**src/hdl/medf_pkg.sv**
```systemverilog
`timescale 1ns / 1ps
// ----------------------------------------------------------------------------
// medf_pkg
// Shared constants and types for the median/average distance filter.
// ----------------------------------------------------------------------------
package medf_pkg;

  localparam int unsigned WINDOW_DEF      = 7;
  localparam int unsigned SAMPLE_BITS_DEF = 13;

  // Order flags handed from one sorting cell to the next.
  typedef struct packed {
    logic lt;     // cell holds a valid entry <= incoming sample
    logic after;  // the evicted entry sits at or below this cell
  } medf_link_t;

endpackage

```
**src/hdl/medf_if.sv**
```systemverilog
`timescale 1ns / 1ps
// ----------------------------------------------------------------------------
// medf_if
// Valid/ready item channels: distance samples in, smoothed results out.
// ----------------------------------------------------------------------------
interface medf_sample_if #(
  parameter int unsigned SAMPLE_BITS = medf_pkg::SAMPLE_BITS_DEF
);
  logic                   valid;
  logic                   ready;
  logic [SAMPLE_BITS-1:0] sample;

  modport source (output valid, output sample, input ready);
  modport sink   (input valid, input sample, output ready);
endinterface

interface medf_result_if #(
  parameter int unsigned SAMPLE_BITS = medf_pkg::SAMPLE_BITS_DEF
);
  logic                   valid;
  logic                   ready;
  logic [SAMPLE_BITS-1:0] smoothed;
  logic                   window_full;

  modport source (output valid, output smoothed, output window_full, input ready);
  modport sink   (input valid, input smoothed, input window_full, output ready);
endinterface

```
**src/hdl/medf_cell.sv**
```systemverilog
`timescale 1ns / 1ps
// ----------------------------------------------------------------------------
// medf_cell
// One slot of the sorted window. On each item the oldest entry drops out and
// the new sample is inserted in order; the cell picks its next value from its
// left neighbor, itself, its right neighbor or the new sample.
// ----------------------------------------------------------------------------
module medf_cell #(
  parameter int unsigned WINDOW      = medf_pkg::WINDOW_DEF,
  parameter int unsigned SAMPLE_BITS = medf_pkg::SAMPLE_BITS_DEF,
  parameter int unsigned AGE_BITS    = $clog2(medf_pkg::WINDOW_DEF),
  parameter int unsigned CNT_BITS    = $clog2(medf_pkg::WINDOW_DEF + 1),
  parameter int unsigned IDX         = 0
) (
  input  logic                   clk_i,
  input  logic                   shift_i,
  input  logic [SAMPLE_BITS-1:0] sample_i,
  input  logic [CNT_BITS-1:0]    fill_i,
  input  medf_pkg::medf_link_t   left_link_i,
  input  logic [SAMPLE_BITS-1:0] left_val_i,
  input  logic [AGE_BITS-1:0]    left_age_i,
  input  logic                   right_lt_i,
  input  logic [SAMPLE_BITS-1:0] right_val_i,
  input  logic [AGE_BITS-1:0]    right_age_i,
  output medf_pkg::medf_link_t   link_o,
  output logic [SAMPLE_BITS-1:0] val_o,
  output logic [AGE_BITS-1:0]    age_o
);
  import medf_pkg::*;

  logic [SAMPLE_BITS-1:0] val_q, val_d;
  logic [AGE_BITS-1:0]    age_q, age_d;
  logic                   occupied;
  logic                   lt;
  logic                   evict;
  logic                   after;
  logic                   here_lt;
  logic                   left_lt;

  assign occupied = CNT_BITS'(IDX) < fill_i;
  assign lt       = occupied && (val_q <= sample_i);
  assign evict    = (occupied && (age_q == AGE_BITS'(WINDOW - 1)))
                 || (!occupied && (IDX == WINDOW - 1));
  assign after    = left_link_i.after | evict;

  // order flag of the compacted list at this slot and the slot below
  assign here_lt = after ? right_lt_i : lt;
  assign left_lt = left_link_i.after ? lt : left_link_i.lt;

  always_comb begin
    if (here_lt) begin
      val_d = after ? right_val_i : val_q;
      age_d = (after ? right_age_i : age_q) + AGE_BITS'(1);
    end else if (!left_lt) begin
      val_d = left_link_i.after ? val_q : left_val_i;
      age_d = (left_link_i.after ? age_q : left_age_i) + AGE_BITS'(1);
    end else begin
      val_d = sample_i;
      age_d = '0;
    end
  end

  always_ff @(posedge clk_i) begin
    if (shift_i) begin
      val_q <= val_d;
      age_q <= age_d;
    end
  end

  assign link_o = '{lt: lt, after: after};
  assign val_o  = val_q;
  assign age_o  = age_q;

endmodule

```
**src/hdl/median_ema_distance_filter_core.sv**
```systemverilog
`timescale 1ns / 1ps
// ----------------------------------------------------------------------------
// median_ema_distance_filter_core
// Sliding-window median of the last WINDOW samples (raw samples until the
// window is full) followed by an exponential average with weight one half.
//
//   channel    dir  content                        handshake
//   sample_i   in   sample                         valid/ready
//   result_o   out  smoothed, window_full          valid/ready
//
// One item per cycle sustained while the output is not stalled. The cell
// chain inserts the sample into the sorted window at accept; the next stage
// reads the middle cell and updates the average into the output register.
// Reset clears fill count, average and the pipeline valids; window cells
// need no reset. A stalled output holds its item while one more item waits
// in the middle stage; sample_i.ready drops only when both are full.
// ----------------------------------------------------------------------------
module median_ema_distance_filter_core #(
  parameter int unsigned WINDOW      = medf_pkg::WINDOW_DEF,
  parameter int unsigned SAMPLE_BITS = medf_pkg::SAMPLE_BITS_DEF
) (
  input  logic          clk_i,
  input  logic          rst_ni,
  medf_sample_if.sink   sample_i,
  medf_result_if.source result_o
);
  import medf_pkg::*;

  localparam int unsigned AGE_BITS = $clog2(WINDOW);
  localparam int unsigned CNT_BITS = $clog2(WINDOW + 1);
  localparam int unsigned MID      = WINDOW / 2;

  logic [CNT_BITS-1:0]    fill_q, fill_d;
  logic                   s1_valid_q, s1_valid_d;
  logic [SAMPLE_BITS-1:0] s1_raw_q;
  logic                   s1_full_q;
  logic [SAMPLE_BITS-1:0] avg_q, avg_d;
  logic                   started_q;
  logic                   out_valid_q, out_valid_d;
  logic                   out_full_q;

  logic                   accept;
  logic                   out_load;
  logic                   s1_adv;
  logic                   full_now;
  logic [SAMPLE_BITS-1:0] median;
  logic [SAMPLE_BITS-1:0] passed;
  logic [SAMPLE_BITS:0]   avg_sum;

  logic [SAMPLE_BITS-1:0] cell_val [WINDOW];
  logic [AGE_BITS-1:0]    cell_age [WINDOW];
  medf_link_t             link [WINDOW+1];

  assign out_load       = !out_valid_q || result_o.ready;
  assign s1_adv         = s1_valid_q && out_load;
  assign sample_i.ready = !s1_valid_q || out_load;
  assign accept         = sample_i.valid && sample_i.ready;
  assign full_now       = fill_q >= CNT_BITS'(WINDOW - 1);

  // sorted window
  assign link[0] = '{lt: 1'b1, after: 1'b0};

  for (genvar i = 0; i < WINDOW; i++) begin : g_cell
    logic [SAMPLE_BITS-1:0] lval, rval;
    logic [AGE_BITS-1:0]    lage, rage;
    logic                   rlt;

    if (i == 0) begin : g_first
      assign lval = '0;
      assign lage = '0;
    end else begin : g_inner_l
      assign lval = cell_val[i-1];
      assign lage = cell_age[i-1];
    end

    if (i == WINDOW - 1) begin : g_last
      assign rval = '0;
      assign rage = '0;
      assign rlt  = 1'b0;
    end else begin : g_inner_r
      assign rval = cell_val[i+1];
      assign rage = cell_age[i+1];
      assign rlt  = link[i+2].lt;
    end

    medf_cell #(
      .WINDOW      (WINDOW),
      .SAMPLE_BITS (SAMPLE_BITS),
      .AGE_BITS    (AGE_BITS),
      .CNT_BITS    (CNT_BITS),
      .IDX         (i)
    ) u_cell (
      .clk_i       (clk_i),
      .shift_i     (accept),
      .sample_i    (sample_i.sample),
      .fill_i      (fill_q),
      .left_link_i (link[i]),
      .left_val_i  (lval),
      .left_age_i  (lage),
      .right_lt_i  (rlt),
      .right_val_i (rval),
      .right_age_i (rage),
      .link_o      (link[i+1]),
      .val_o       (cell_val[i]),
      .age_o       (cell_age[i])
    );
  end

  // median of the full window
  if ((WINDOW % 2) != 0) begin : g_odd
    assign median = cell_val[MID];
  end else begin : g_even
    logic [SAMPLE_BITS:0] mid_sum;
    assign mid_sum = {1'b0, cell_val[MID-1]} + {1'b0, cell_val[MID]};
    assign median  = mid_sum[SAMPLE_BITS:1];
  end

  assign passed  = s1_full_q ? median : s1_raw_q;
  assign avg_sum = {1'b0, passed} + {1'b0, avg_q};
  assign avg_d   = started_q ? avg_sum[SAMPLE_BITS:1] : passed;

  always_comb begin
    fill_d = fill_q;
    if (accept && (fill_q < CNT_BITS'(WINDOW))) begin
      fill_d = fill_q + CNT_BITS'(1);
    end
  end

  always_comb begin
    s1_valid_d = s1_valid_q;
    if (accept) begin
      s1_valid_d = 1'b1;
    end else if (s1_adv) begin
      s1_valid_d = 1'b0;
    end
  end

  always_comb begin
    out_valid_d = out_valid_q;
    if (s1_adv) begin
      out_valid_d = 1'b1;
    end else if (result_o.ready) begin
      out_valid_d = 1'b0;
    end
  end

  always_ff @(posedge clk_i or negedge rst_ni) begin
    if (!rst_ni) begin
      fill_q      <= '0;
      s1_valid_q  <= 1'b0;
      avg_q       <= '0;
      started_q   <= 1'b0;
      out_valid_q <= 1'b0;
    end else begin
      fill_q      <= fill_d;
      s1_valid_q  <= s1_valid_d;
      out_valid_q <= out_valid_d;
      if (s1_adv) begin
        avg_q     <= avg_d;
        started_q <= 1'b1;
      end
    end
  end

  always_ff @(posedge clk_i) begin
    if (accept) begin
      s1_raw_q  <= sample_i.sample;
      s1_full_q <= full_now;
    end
    if (s1_adv) begin
      out_full_q <= s1_full_q;
    end
  end

  assign result_o.valid       = out_valid_q;
  assign result_o.smoothed    = avg_q;
  assign result_o.window_full = out_full_q;

endmodule

```
**src/flat_wrapper.sv**
```systemverilog
// flat-port wrapper written by rule: the top's interface ports become plain ports
module median_ema_distance_filter_core_flat import medf_pkg::*;
#(
  parameter int unsigned WINDOW      = medf_pkg::WINDOW_DEF,
  parameter int unsigned SAMPLE_BITS = medf_pkg::SAMPLE_BITS_DEF
)
  (clk_i, rst_ni, sample_i_valid, sample_i_sample, sample_i_ready, result_o_valid, result_o_smoothed, result_o_window_full, result_o_ready);
  medf_sample_if #(.SAMPLE_BITS(SAMPLE_BITS)) sample_i_i ();
  medf_result_if #(.SAMPLE_BITS(SAMPLE_BITS)) result_o_i ();
  input  logic clk_i;
  input  logic rst_ni;
  input wire logic [$bits(sample_i_i.valid)-1:0] sample_i_valid;
  input wire logic [$bits(sample_i_i.sample)-1:0] sample_i_sample;
  output wire logic [$bits(sample_i_i.ready)-1:0] sample_i_ready;
  output wire logic [$bits(result_o_i.valid)-1:0] result_o_valid;
  output wire logic [$bits(result_o_i.smoothed)-1:0] result_o_smoothed;
  output wire logic [$bits(result_o_i.window_full)-1:0] result_o_window_full;
  input wire logic [$bits(result_o_i.ready)-1:0] result_o_ready;
  assign sample_i_i.valid = sample_i_valid;
  assign sample_i_i.sample = sample_i_sample;
  assign sample_i_ready = sample_i_i.ready;
  assign result_o_valid = result_o_i.valid;
  assign result_o_smoothed = result_o_i.smoothed;
  assign result_o_window_full = result_o_i.window_full;
  assign result_o_i.ready = result_o_ready;
  median_ema_distance_filter_core #(.WINDOW(WINDOW), .SAMPLE_BITS(SAMPLE_BITS)) u_core (.clk_i(clk_i), .rst_ni(rst_ni), .sample_i(sample_i_i), .result_o(result_o_i));
endmodule
```
**config.mk**
```make
export PLATFORM = sky130hd
export DESIGN_NAME = median_ema_distance_filter_core_flat
export DESIGN_NICKNAME = d
export VERILOG_FILES = /design/src/hdl/medf_pkg.sv /design/src/hdl/medf_if.sv /design/src/hdl/medf_cell.sv /design/src/hdl/median_ema_distance_filter_core.sv /design/src/flat_wrapper.sv
export SDC_FILE = /design/constraint.sdc
export NUM_CORES = 1
export LEC_CHECK = 0
export BUFFER_PORTS_ARGS = -buffer_cell sky130_fd_sc_hd__clkbuf_2
export CORE_MARGIN = 4
export CORE_UTILIZATION = 65
export DETAILED_ROUTE_END_ITERATION = 12
export PLACE_DENSITY = 0.83
export SLEW_MARGIN = 20
export SYNTH_ARGS = -nofsm -noshare
export SYNTH_HDL_FRONTEND = slang
export SYNTH_SLANG_ARGS = --single-unit
```
**constraint.sdc**
```tcl
create_clock -name clk_i -period 6.6 [get_ports clk_i]
set_clock_uncertainty 0.2 [all_clocks]
set_input_delay 0.99 -clock clk_i [delete_from_list [all_inputs] [get_ports clk_i]]
set_output_delay 0.99 -clock clk_i [all_outputs]
set_load 0.02 [all_outputs]
```
==> results.toml, run 1 <==
[logic_synthesis]
synth_xor_area_share_pct = 1.500
synth-seq-area-share_pct = 38.65
syn_area_mm2 = 0.01110
synth_edf_count = 127
synthAdderAreaFrac_pct = 12.70
synth_compound_area_share_pct = 15.88
synth_top_family_by_area = "compound AO/OA/AOI/OAI gates"
ys_ff_latch = 146
yosysWarnings = 0
synth_top_area_share_pct = 34.37
synth_top_cell_by_area = "edfxtp_1"
muxShareOfSynthArea_pct = 13.32
synth_ff_type = "edfxtp_1"
synth_simple_gate_area_share_pct = 14.09
ys_types = 67
synth_nets = 1229
async_reset_ff_share_pct = 13.01
synth.top_cells.by_area = "edfxtp_1 (34%), ha_1 (13%), mux2_2 (7.0%), mux2i_1 (6.3%), dfrtp_1 (4.3%)"
synthCells = 1100
avgSynthCellArea_um2 = 10.09

[global_routing]
track_usage_pct = 33.53
grt_pass1_wl_um = 51070
grt_overflow = 0
grt_pass1_vias = 9257
grt_max_degree = 82
antenna_found_initial = 1

[timing]
worstMarginPinSlew_ns = 1.098
fmax_ghz = 0.2157
setup_viol = 0
rsz0062_at_grt = "false"
slew_headroom_pct = 26.62
finalSetupTns_ns = 0
drv_slew = 0
hold_viol = 0
min_period_over_period_pct = 70.25
min_period_ns = 4.636

[floorplan]
ios = 33
dieArea_mm2 = 0.01923
row_count = 47
die-height_um = 138.7
core_area_mm2 = 0.01664
initial_core_util_pct = 66.68
die_w_um = 138.7

[place]
hpwlAfterDp_um = 22620
place_congestion = 0.9815
port_buffers = 32

[cts]
clk_latency_ns = 0.45
ctsHoldBuffers = 0
cts_resized = 0
postCtsSetupRepairBufs = 0
root_buffer = "clkbuf_16"
cts_made_buffers = 17
clk_pin_slew_worst_paths_ns = 0.07
cts.sinks = 146
clockBufferDepth = 2
cts_max_level = 4
cts_tree = "done"

[layout]
nets = 1235
drive_gt1_share_pct = 14.21
layout_commonest_cell = "edfxtp_1"
mostFrequentLayoutCells = "edfxtp_1 (127), nand2_1 (120), ha_1 (111)"
n_antenna_cell = 0
area_delta_synth_final_pct = 7.272

[min_path]
min_path_type = "input port to async pin"

[route]
drtIter0Drc = 1212
wl_per_cell_um = 24.50
vias = 9479
dr.pass1.iters = 7
via_per_inst = 7.079
drc = 0
routed_wl_um = 32810
drtAntennaViolNets = 0

[critical_path]
path_max_fanout = 19
slowest_stage = "and2_1"
critPathKind = "input port to register"
end_kind = "register"
required_ns = 6.60
critPathArrivalTime_ns = 4.64
cp_cell_sequence = "clkbuf_2, inv_1, ha_1, nor2b_1, o41ai_1, nor4bb_1, or3_1, and2_1, nor2_1, a22o_1"
slowest_delay_ns = 0.92
start_kind = "input port"

[run]
drv_cap = 0

[status]
status = "completed"
==> per-layer routing <==
layer	GRT usage [%]	up-vias	routed length, um
met2	51.67	615	14810
met1	45.01	4504	12870
met5	0	-	14
met3	6.207	153	3184
li1	-	4205	-
met4	18.43	2	1924
==> flip-flops by register name, indices dropped and copies added (netlist names) <==
name,flops
u_core.result_o.smoothed,13
u_core.result_o.window_full,1
u_core.s1_full_q,1
u_core.s1_raw_q,13
u_core.fill_q,3
u_core.g_cell.u_cell.val_o,91
u_core.g_cell.u_cell.age_o,21
u_core.started_q,1
u_core.result_o.valid,1
u_core.s1_valid_q,1
==> metrics by stage <==
step / hold WS, ns / cell area (um^2) / utilization [%] / worst slack [ns] / std cells
after global placement: 0.2646 / 11330 / 68.11 / 1.695 / 1307
final: 0.3122 / 11900 / 71.53 / 1.964 / 1339
after global routing: 0.3308 / 11900 / 71.53 / 1.768 / 1339
after floorplan: 0.2572 / 11100 / - / 2.195 / 1100
after detailed placement: 0.2857 / 11330 / 68.11 / 1.634 / 1307
after CTS: 0.3243 / 11900 / 71.53 / 2.108 / 1339
==> worst max-delay path: cells and delay by family <==
family	cells	cell delay, ns
compound gates	2	0.57
fa+ha+maj	1	0.33
buf+inv	2	0.62
simple gates	5	2.10
==> synthesized netlist by cell type, types with 14 or more instances <==
master / n
edfxtp_1: 127
nand2_1: 120
ha_1: 111
nor2_1: 86
mux2i_1: 70
mux2_2: 69
a21oi_1: 60
o21ai_0: 37
inv_1: 33
o22ai_1: 29
a21o_1: 25
a31oi_1: 24
nor3_1: 23
clkbuf_1: 22
buf_2: 19
dfrtp_1: 19
nor4_1: 18
nand3_1: 15
nand4_1: 14
==> kinds of logic after synthesis <==
kind of cell | count (synthesis)
simple gates | 328
compound gates | 264
flops | 146
mux | 139
fa+ha+maj | 112
buf+inv | 92
xor+xnor | 19
==> area by class of cell <==
cell class,count,area (um^2)
Clock inverter,13,136.4
Multi-Input combinational cell,862,6382
Timing Repair Buffer,45,257.7
Clock buffer,19,432.9
Sequential cell,146,4289
Fill cell,1185,4738
Inverter,34,130.1
Tap cell,220,275.3
==> path summary, 6_finish.rpt <==
check                      slack, ns                                     from                                         end  cells after the start
setup / recovery                1.96                       sample_i_sample[3]  u_core.g_cell[4].u_cell.age_o[2]$_DFFE_PP_                     10
hold / removal                  0.31                                   rst_ni     u_core.result_o.smoothed[9]$_DFFE_PN0P_                      1
min in group clk_i              0.32  u_core.result_o.smoothed[4]$_DFFE_PN0P_     u_core.result_o.smoothed[4]$_DFFE_PN0P_                      2
hold reg to reg                 0.32  u_core.result_o.smoothed[4]$_DFFE_PN0P_     u_core.result_o.smoothed[4]$_DFFE_PN0P_                      2
max in group asynchronous       5.52                                   rst_ni                u_core.fill_q[0]$_DFFE_PN0P_                      1
setup reg to reg                2.17             u_core.fill_q[2]$_DFFE_PN0P_  u_core.g_cell[4].u_cell.age_o[2]$_DFFE_PP_                      8
Power of run 1 is left out: the tool's default activity adds up to more than one toggle a clock period on the data nets, which glitch-free logic cannot reach.
==> run 2, diff against run 1 <==
--- a/config.mk
+++ b/config.mk
@@ -7,9 +7,9 @@
 export LEC_CHECK = 0
 export BUFFER_PORTS_ARGS = -buffer_cell sky130_fd_sc_hd__clkbuf_2
 export CORE_MARGIN = 4
-export CORE_UTILIZATION = 65
+export CORE_UTILIZATION = 58
 export DETAILED_ROUTE_END_ITERATION = 12
-export PLACE_DENSITY = 0.83
+export PLACE_DENSITY = 0.78
 export SLEW_MARGIN = 20
 export SYNTH_ARGS = -nofsm -noshare
 export SYNTH_HDL_FRONTEND = slang
==> constraint.sdc (replaced) <==
create_clock -name clk_i -period 4.2 [get_ports clk_i]
set_clock_uncertainty 0.2 [all_clocks]
set_input_delay 0.63 -clock clk_i [delete_from_list [all_inputs] [get_ports clk_i]]
set_output_delay 0.63 -clock clk_i [all_outputs]
set_load 0.02 [all_outputs]
==> results.toml, run 2 (synthesis results as in run 1) <==
[cts]
cts_resized = 0
cts.sinks = 146
cts_max_level = 4
clockBufferDepth = 2
ctsHoldBuffers = 0
postCtsSetupRepairBufs = 0
cts_made_buffers = 17
clk_pin_slew_worst_paths_ns = 0.06
root_buffer = "clkbuf_16"
clk_latency_ns = 0.43
cts_tree = "done"

[critical_path]
critPathKind = "register to register"
crit_cells = 8
crit_buf_inv = 2
critPathTopFamily = "simple AND/OR/NAND/NOR gates"
cp_cell_sequence = "a21oi_1, nor3_2, and4bb_1, buf_4, inv_1, nor2_1, a22oi_1, a31oi_1"
r2r_slack_ns = 0.58
slowest_stage = "nor2_1"
rr_worst_depth = 8
critPathArrivalTime_ns = 3.67
required_ns = 4.26
end_kind = "register"
start_kind = "register"
slowest_delay_ns = 0.68
path_max_fanout = 19

[timing]
finalSetupTns_ns = 0
setup_viol = 0
slew_headroom_pct = 44.45
min_period_over_period_pct = 86.08
drv_slew = 0
min_period_ns = 3.615
hold_viol = 0
worstMarginPinSlew_ns = 0.8302
fmax_ghz = 0.2766
rsz0062_at_grt = "false"

[global_routing]
antenna_found_initial = 0
grt_overflow = 0
track_usage_pct = 26.87
grt_pass1_wl_um = 46290
grt_pass1_vias = 8563
grt_max_degree = 56

[place]
place_congestion = 0.9345
hpwlAfterDp_um = 21270
port_buffers = 32

[route]
via_per_inst = 6.511
vias = 8952
wl_per_cell_um = 20.89
drt-met1-wl_um = 12870
route.met2.wl_um = 13040
routed_wl_um = 28720
highest_layer = "met4"
drtAntennaViolNets = 0
dr.pass1.iters = 5
drtIter0Drc = 975
drc = 0
dr_wl_met3_um = 2402

[floorplan]
initial_core_util_pct = 59.13
die_w_um = 146.3
row_count = 50
dieArea_mm2 = 0.02141
die-height_um = 146.3
ios = 33
core_area_mm2 = 0.01877

[layout]
nets = 1257
n_antenna_cell = 0
mostFrequentLayoutCells = "edfxtp_1 (127), nand2_1 (120), ha_1 (111)"
area_delta_synth_final_pct = 9.471
fill_cells = 1467
layout_commonest_cell = "edfxtp_1"
drive_gt1_share_pct = 16.21
largest_reg_flops = 91

[status]
status = "completed"

[min_path]
min_path_type = "input port to async pin"

[run]
drv_cap = 0
-- run 2: layer usage --
| metal | vias to the layer above | GRT usage (%) |
|---|---|---|
| li1 | 4251 | - |
| met1 | 4269 | 39.51 |
| met2 | 408 | 42.02 |
| met3 | 24 | 4.438 |
| met4 | 0 | 5.974 |
| met5 | - | 0 |
-- run 2: final cells by class --
cell class	count	area, um^2	share of cell area (%)
clock buffer	21	481.7	3.965
clock inverter	11	101.3	0.8343
inverter	34	130.1	1.071
multi-input combinational	862	6392	52.62
sequential	146	4289	35.31
tap	234	292.8	2.410
timing repair buffer	67	460.4	3.790
-- run 2: path summary, 6_finish.rpt --
kind                                          startpoint                                          to
max                         u_core.fill_q[2]$_DFFE_PN0P_  u_core.g_cell[5].u_cell.val_o[5]$_DFFE_PP_
min                                               rst_ni     u_core.result_o.smoothed[8]$_DFFE_PN0P_
max reg2reg                 u_core.fill_q[2]$_DFFE_PN0P_  u_core.g_cell[5].u_cell.val_o[5]$_DFFE_PP_
min reg2reg                u_core.s1_valid_q$_DFFE_PN0P_           u_core.result_o.valid$_DFFE_PN0P_
max in group asynchronous                         rst_ni                u_core.fill_q[1]$_DFFE_PN0P_
min in group clk_i                        sample_i_valid               u_core.s1_valid_q$_DFFE_PN0P_
-- run 2: metrics by stage --
stage	setup slack, ns	instances	util (%)	cell area, um^2	hold slack (ns)
final	0.5846	1375	64.73	12150	0.005279
after global routing	0.3835	1375	64.73	12150	0.02259
after CTS	0.4124	1375	64.67	12140	0.005413
after detailed placement	0.2064	1343	61.57	11550	0.2763
after global placement	0.2352	1343	61.57	11550	0.2770
after floorplan	0.1548	1100	-	11100	0.1344
-- run 2: worst reg2reg max path, delay by kind of cell (launching register included) --
kind	cells	cell delay [ns]
flip-flops	1	0.59
buffers and inverters	2	0.51
AO/OA/AOI/OAI	3	0.93
AND/OR/NAND/NOR	3	1.20
Power of run 2 is left out for the same reason.
==> run 3, diff against run 2 <==
--- a/config.mk
+++ b/config.mk
@@ -5,10 +5,10 @@
 export SDC_FILE = /design/constraint.sdc
 export NUM_CORES = 1
 export LEC_CHECK = 0
-export BUFFER_PORTS_ARGS = -buffer_cell sky130_fd_sc_hd__clkbuf_2
 export CORE_MARGIN = 4
-export CORE_UTILIZATION = 58
+export CORE_UTILIZATION = 59
 export DETAILED_ROUTE_END_ITERATION = 12
+export DONT_BUFFER_PORTS = 1
 export PLACE_DENSITY = 0.78
 export SLEW_MARGIN = 20
 export SYNTH_ARGS = -nofsm -noshare
==> results.toml, run 3 (synthesis results as in run 1) <==
[timing]
fmax_ghz = 0.2595
min_period_ns = 3.854
setup_viol = 0
rsz0062_at_grt = "false"
min_period_over_period_pct = 91.76
finalSetupTns_ns = 0
worstMarginPinSlew_ns = 1.086
hold_viol = 0
drv_slew = 0
slew_headroom_pct = 27.56

[cts]
cts_max_level = 4
clockBufferDepth = 2
cts_made_buffers = 17
clk_latency_ns = 0.43
postCtsSetupRepairBufs = 0
cts.sinks = 146
root_buffer = "clkbuf_16"
cts_tree = "done"
clk_pin_slew_worst_paths_ns = 0.06

[critical_path]
slowest_delay_ns = 0.80
slowest_stage = "mux2_2"
critPathMostFrequentCell = "buf_4"
required_ns = 4.23
start_kind = "register"
critPathArrivalTime_ns = 3.89
critPathTopFamily = "simple AND/OR/NAND/NOR gates"
critPathKind = "register to register"
crit_buf_inv = 2
cp_cell_sequence = "a21oi_1, nor3_2, and4bb_1, buf_4, o31ai_2, buf_4, mux2_2, nor2_1, a31oi_1"
path_max_fanout = 48
end_kind = "register"

[layout]
nets = 1228
layout_commonest_cell = "edfxtp_1"
largest_reg_flops = 91
fill_cells = 1346
area_delta_synth_final_pct = 8.817
regArea_mm2 = 0.004289
drive_gt1_share_pct = 13.94
mostFrequentLayoutCells = "edfxtp_1 (127), nand2_1 (120), ha_1 (111)"
n_antenna_cell = 0
multi_input_comb_area_mm2 = 0.006385
fin_util_pct = 66.32

[route]
drtIter0Drc = 1163
vias = 9065
dr.pass1.iters = 5
drtAntennaViolNets = 0
routed_wl_um = 30500
via_per_inst = 6.760
drc = 0
wl_per_cell_um = 22.74

[status]
status = "completed"

[floorplan]
row_count = 49
core_area_mm2 = 0.01821
initial_core_util_pct = 60.94
dieArea_mm2 = 0.02107
die_w_um = 145.1
ios = 33
die-height_um = 145.1

[min_path]
min_path_type = "input port to register"

[global_routing]
grt_max_degree = 53
grt_pass1_vias = 8737
grt_pass1_wl_um = 48340
antenna_found_initial = 0
grt_overflow = 0
track_usage_pct = 28.60

[place]
port_buffers = 0
place_congestion = 0.8968
hpwlAfterDp_um = 22340

[run]
drv_cap = 0
## run 3: changes by cell type in the layout (fill, tap and decap cells not counted), moves of 2 or more
cell,previous run,this run
clkbuf_2,32,0
clkbuf_16,18,22
clkinvlp_4,4,0
clkinv_4,1,4
buf_4,32,34
clkinv_2,3,1
inv_6,2,0
## run 3: worst paths after layout
| kind | startpoint | to | slack (ns) | cells after the start |
|---|---|---|---|---|
| max | u_core.fill_q[2]$_DFFE_PN0P_ | u_core.g_cell[5].u_cell.val_o[5]$_DFFE_PP_ | 0.35 | 9 |
| min | sample_i_sample[4] | u_core.s1_raw_q[4]$_DFFE_PP_ | 0.09 | 0 |
| max reg2reg | u_core.fill_q[2]$_DFFE_PN0P_ | u_core.g_cell[5].u_cell.val_o[5]$_DFFE_PP_ | 0.35 | 9 |
| min reg2reg | u_core.s1_valid_q$_DFFE_PN0P_ | u_core.result_o.valid$_DFFE_PN0P_ | 0.31 | 1 |
| max in group asynchronous | rst_ni | u_core.result_o.smoothed[3]$_DFFE_PN0P_ | 2.92 | 2 |
| min in group asynchronous | rst_ni | u_core.result_o.smoothed[7]$_DFFE_PN0P_ | 0.51 | 2 |
## run 3: layer usage
metal	routed length [um]	global-route usage, %	part of all wire, %	vias to the layer above
met5	0	0	0	-
met4	984	11.21	3.2	0
met3	2344	6.112	7.7	70
met2	13680	43.71	45	407
met1	13490	40.09	44	4385
li1	-	-	-	4203
## run 3: stage by stage
step / cell area, um^2 / hold WS (ns) / setup slack [ns] / cells
floorplan: 11100 / 0.1344 / 0.1548 / 1100
global placement: 11380 / 0.1351 / 0.3251 / 1307
detailed placement: 11380 / 0.1350 / 0.2117 / 1307
CTS: 12070 / 0.07709 / 0.4310 / 1340
global route: 12080 / 0.06932 / 0.1502 / 1341
finish: 12080 / 0.09350 / 0.3463 / 1341
## run 3: worst register-to-register path, stage by stage, from the launching register on
cell and delay, ns:
dfrtp_1 0.54, a21oi_1 0.19, nor3_2 0.45, and4bb_1 0.36, buf_4 0.20, o31ai_2 0.12, buf_4 0.34, mux2_2 0.80
nor2_1 0.16, a31oi_1 0.29
## run 3: final cells by class
| cell class | instances | share of cell area [%] |
|---|---|---|
| Clock inverter | 8 | 0.8807 |
| Sequential cell | 146 | 35.52 |
| Clock buffer | 24 | 4.704 |
| Timing Repair Buffer | 38 | 2.570 |
| Multi-Input combinational cell | 862 | 52.88 |
| Tap cell | 229 | 2.373 |
| Inverter | 34 | 1.078 |
## run 3: timing repair
item / 4_1_cts / 5_1_grt
hold endpoints to repair: 19 / 19
hold buffers: 1 / 1
gates resized for setup: 0 / 0
Power of run 3 is left out for the same reason.
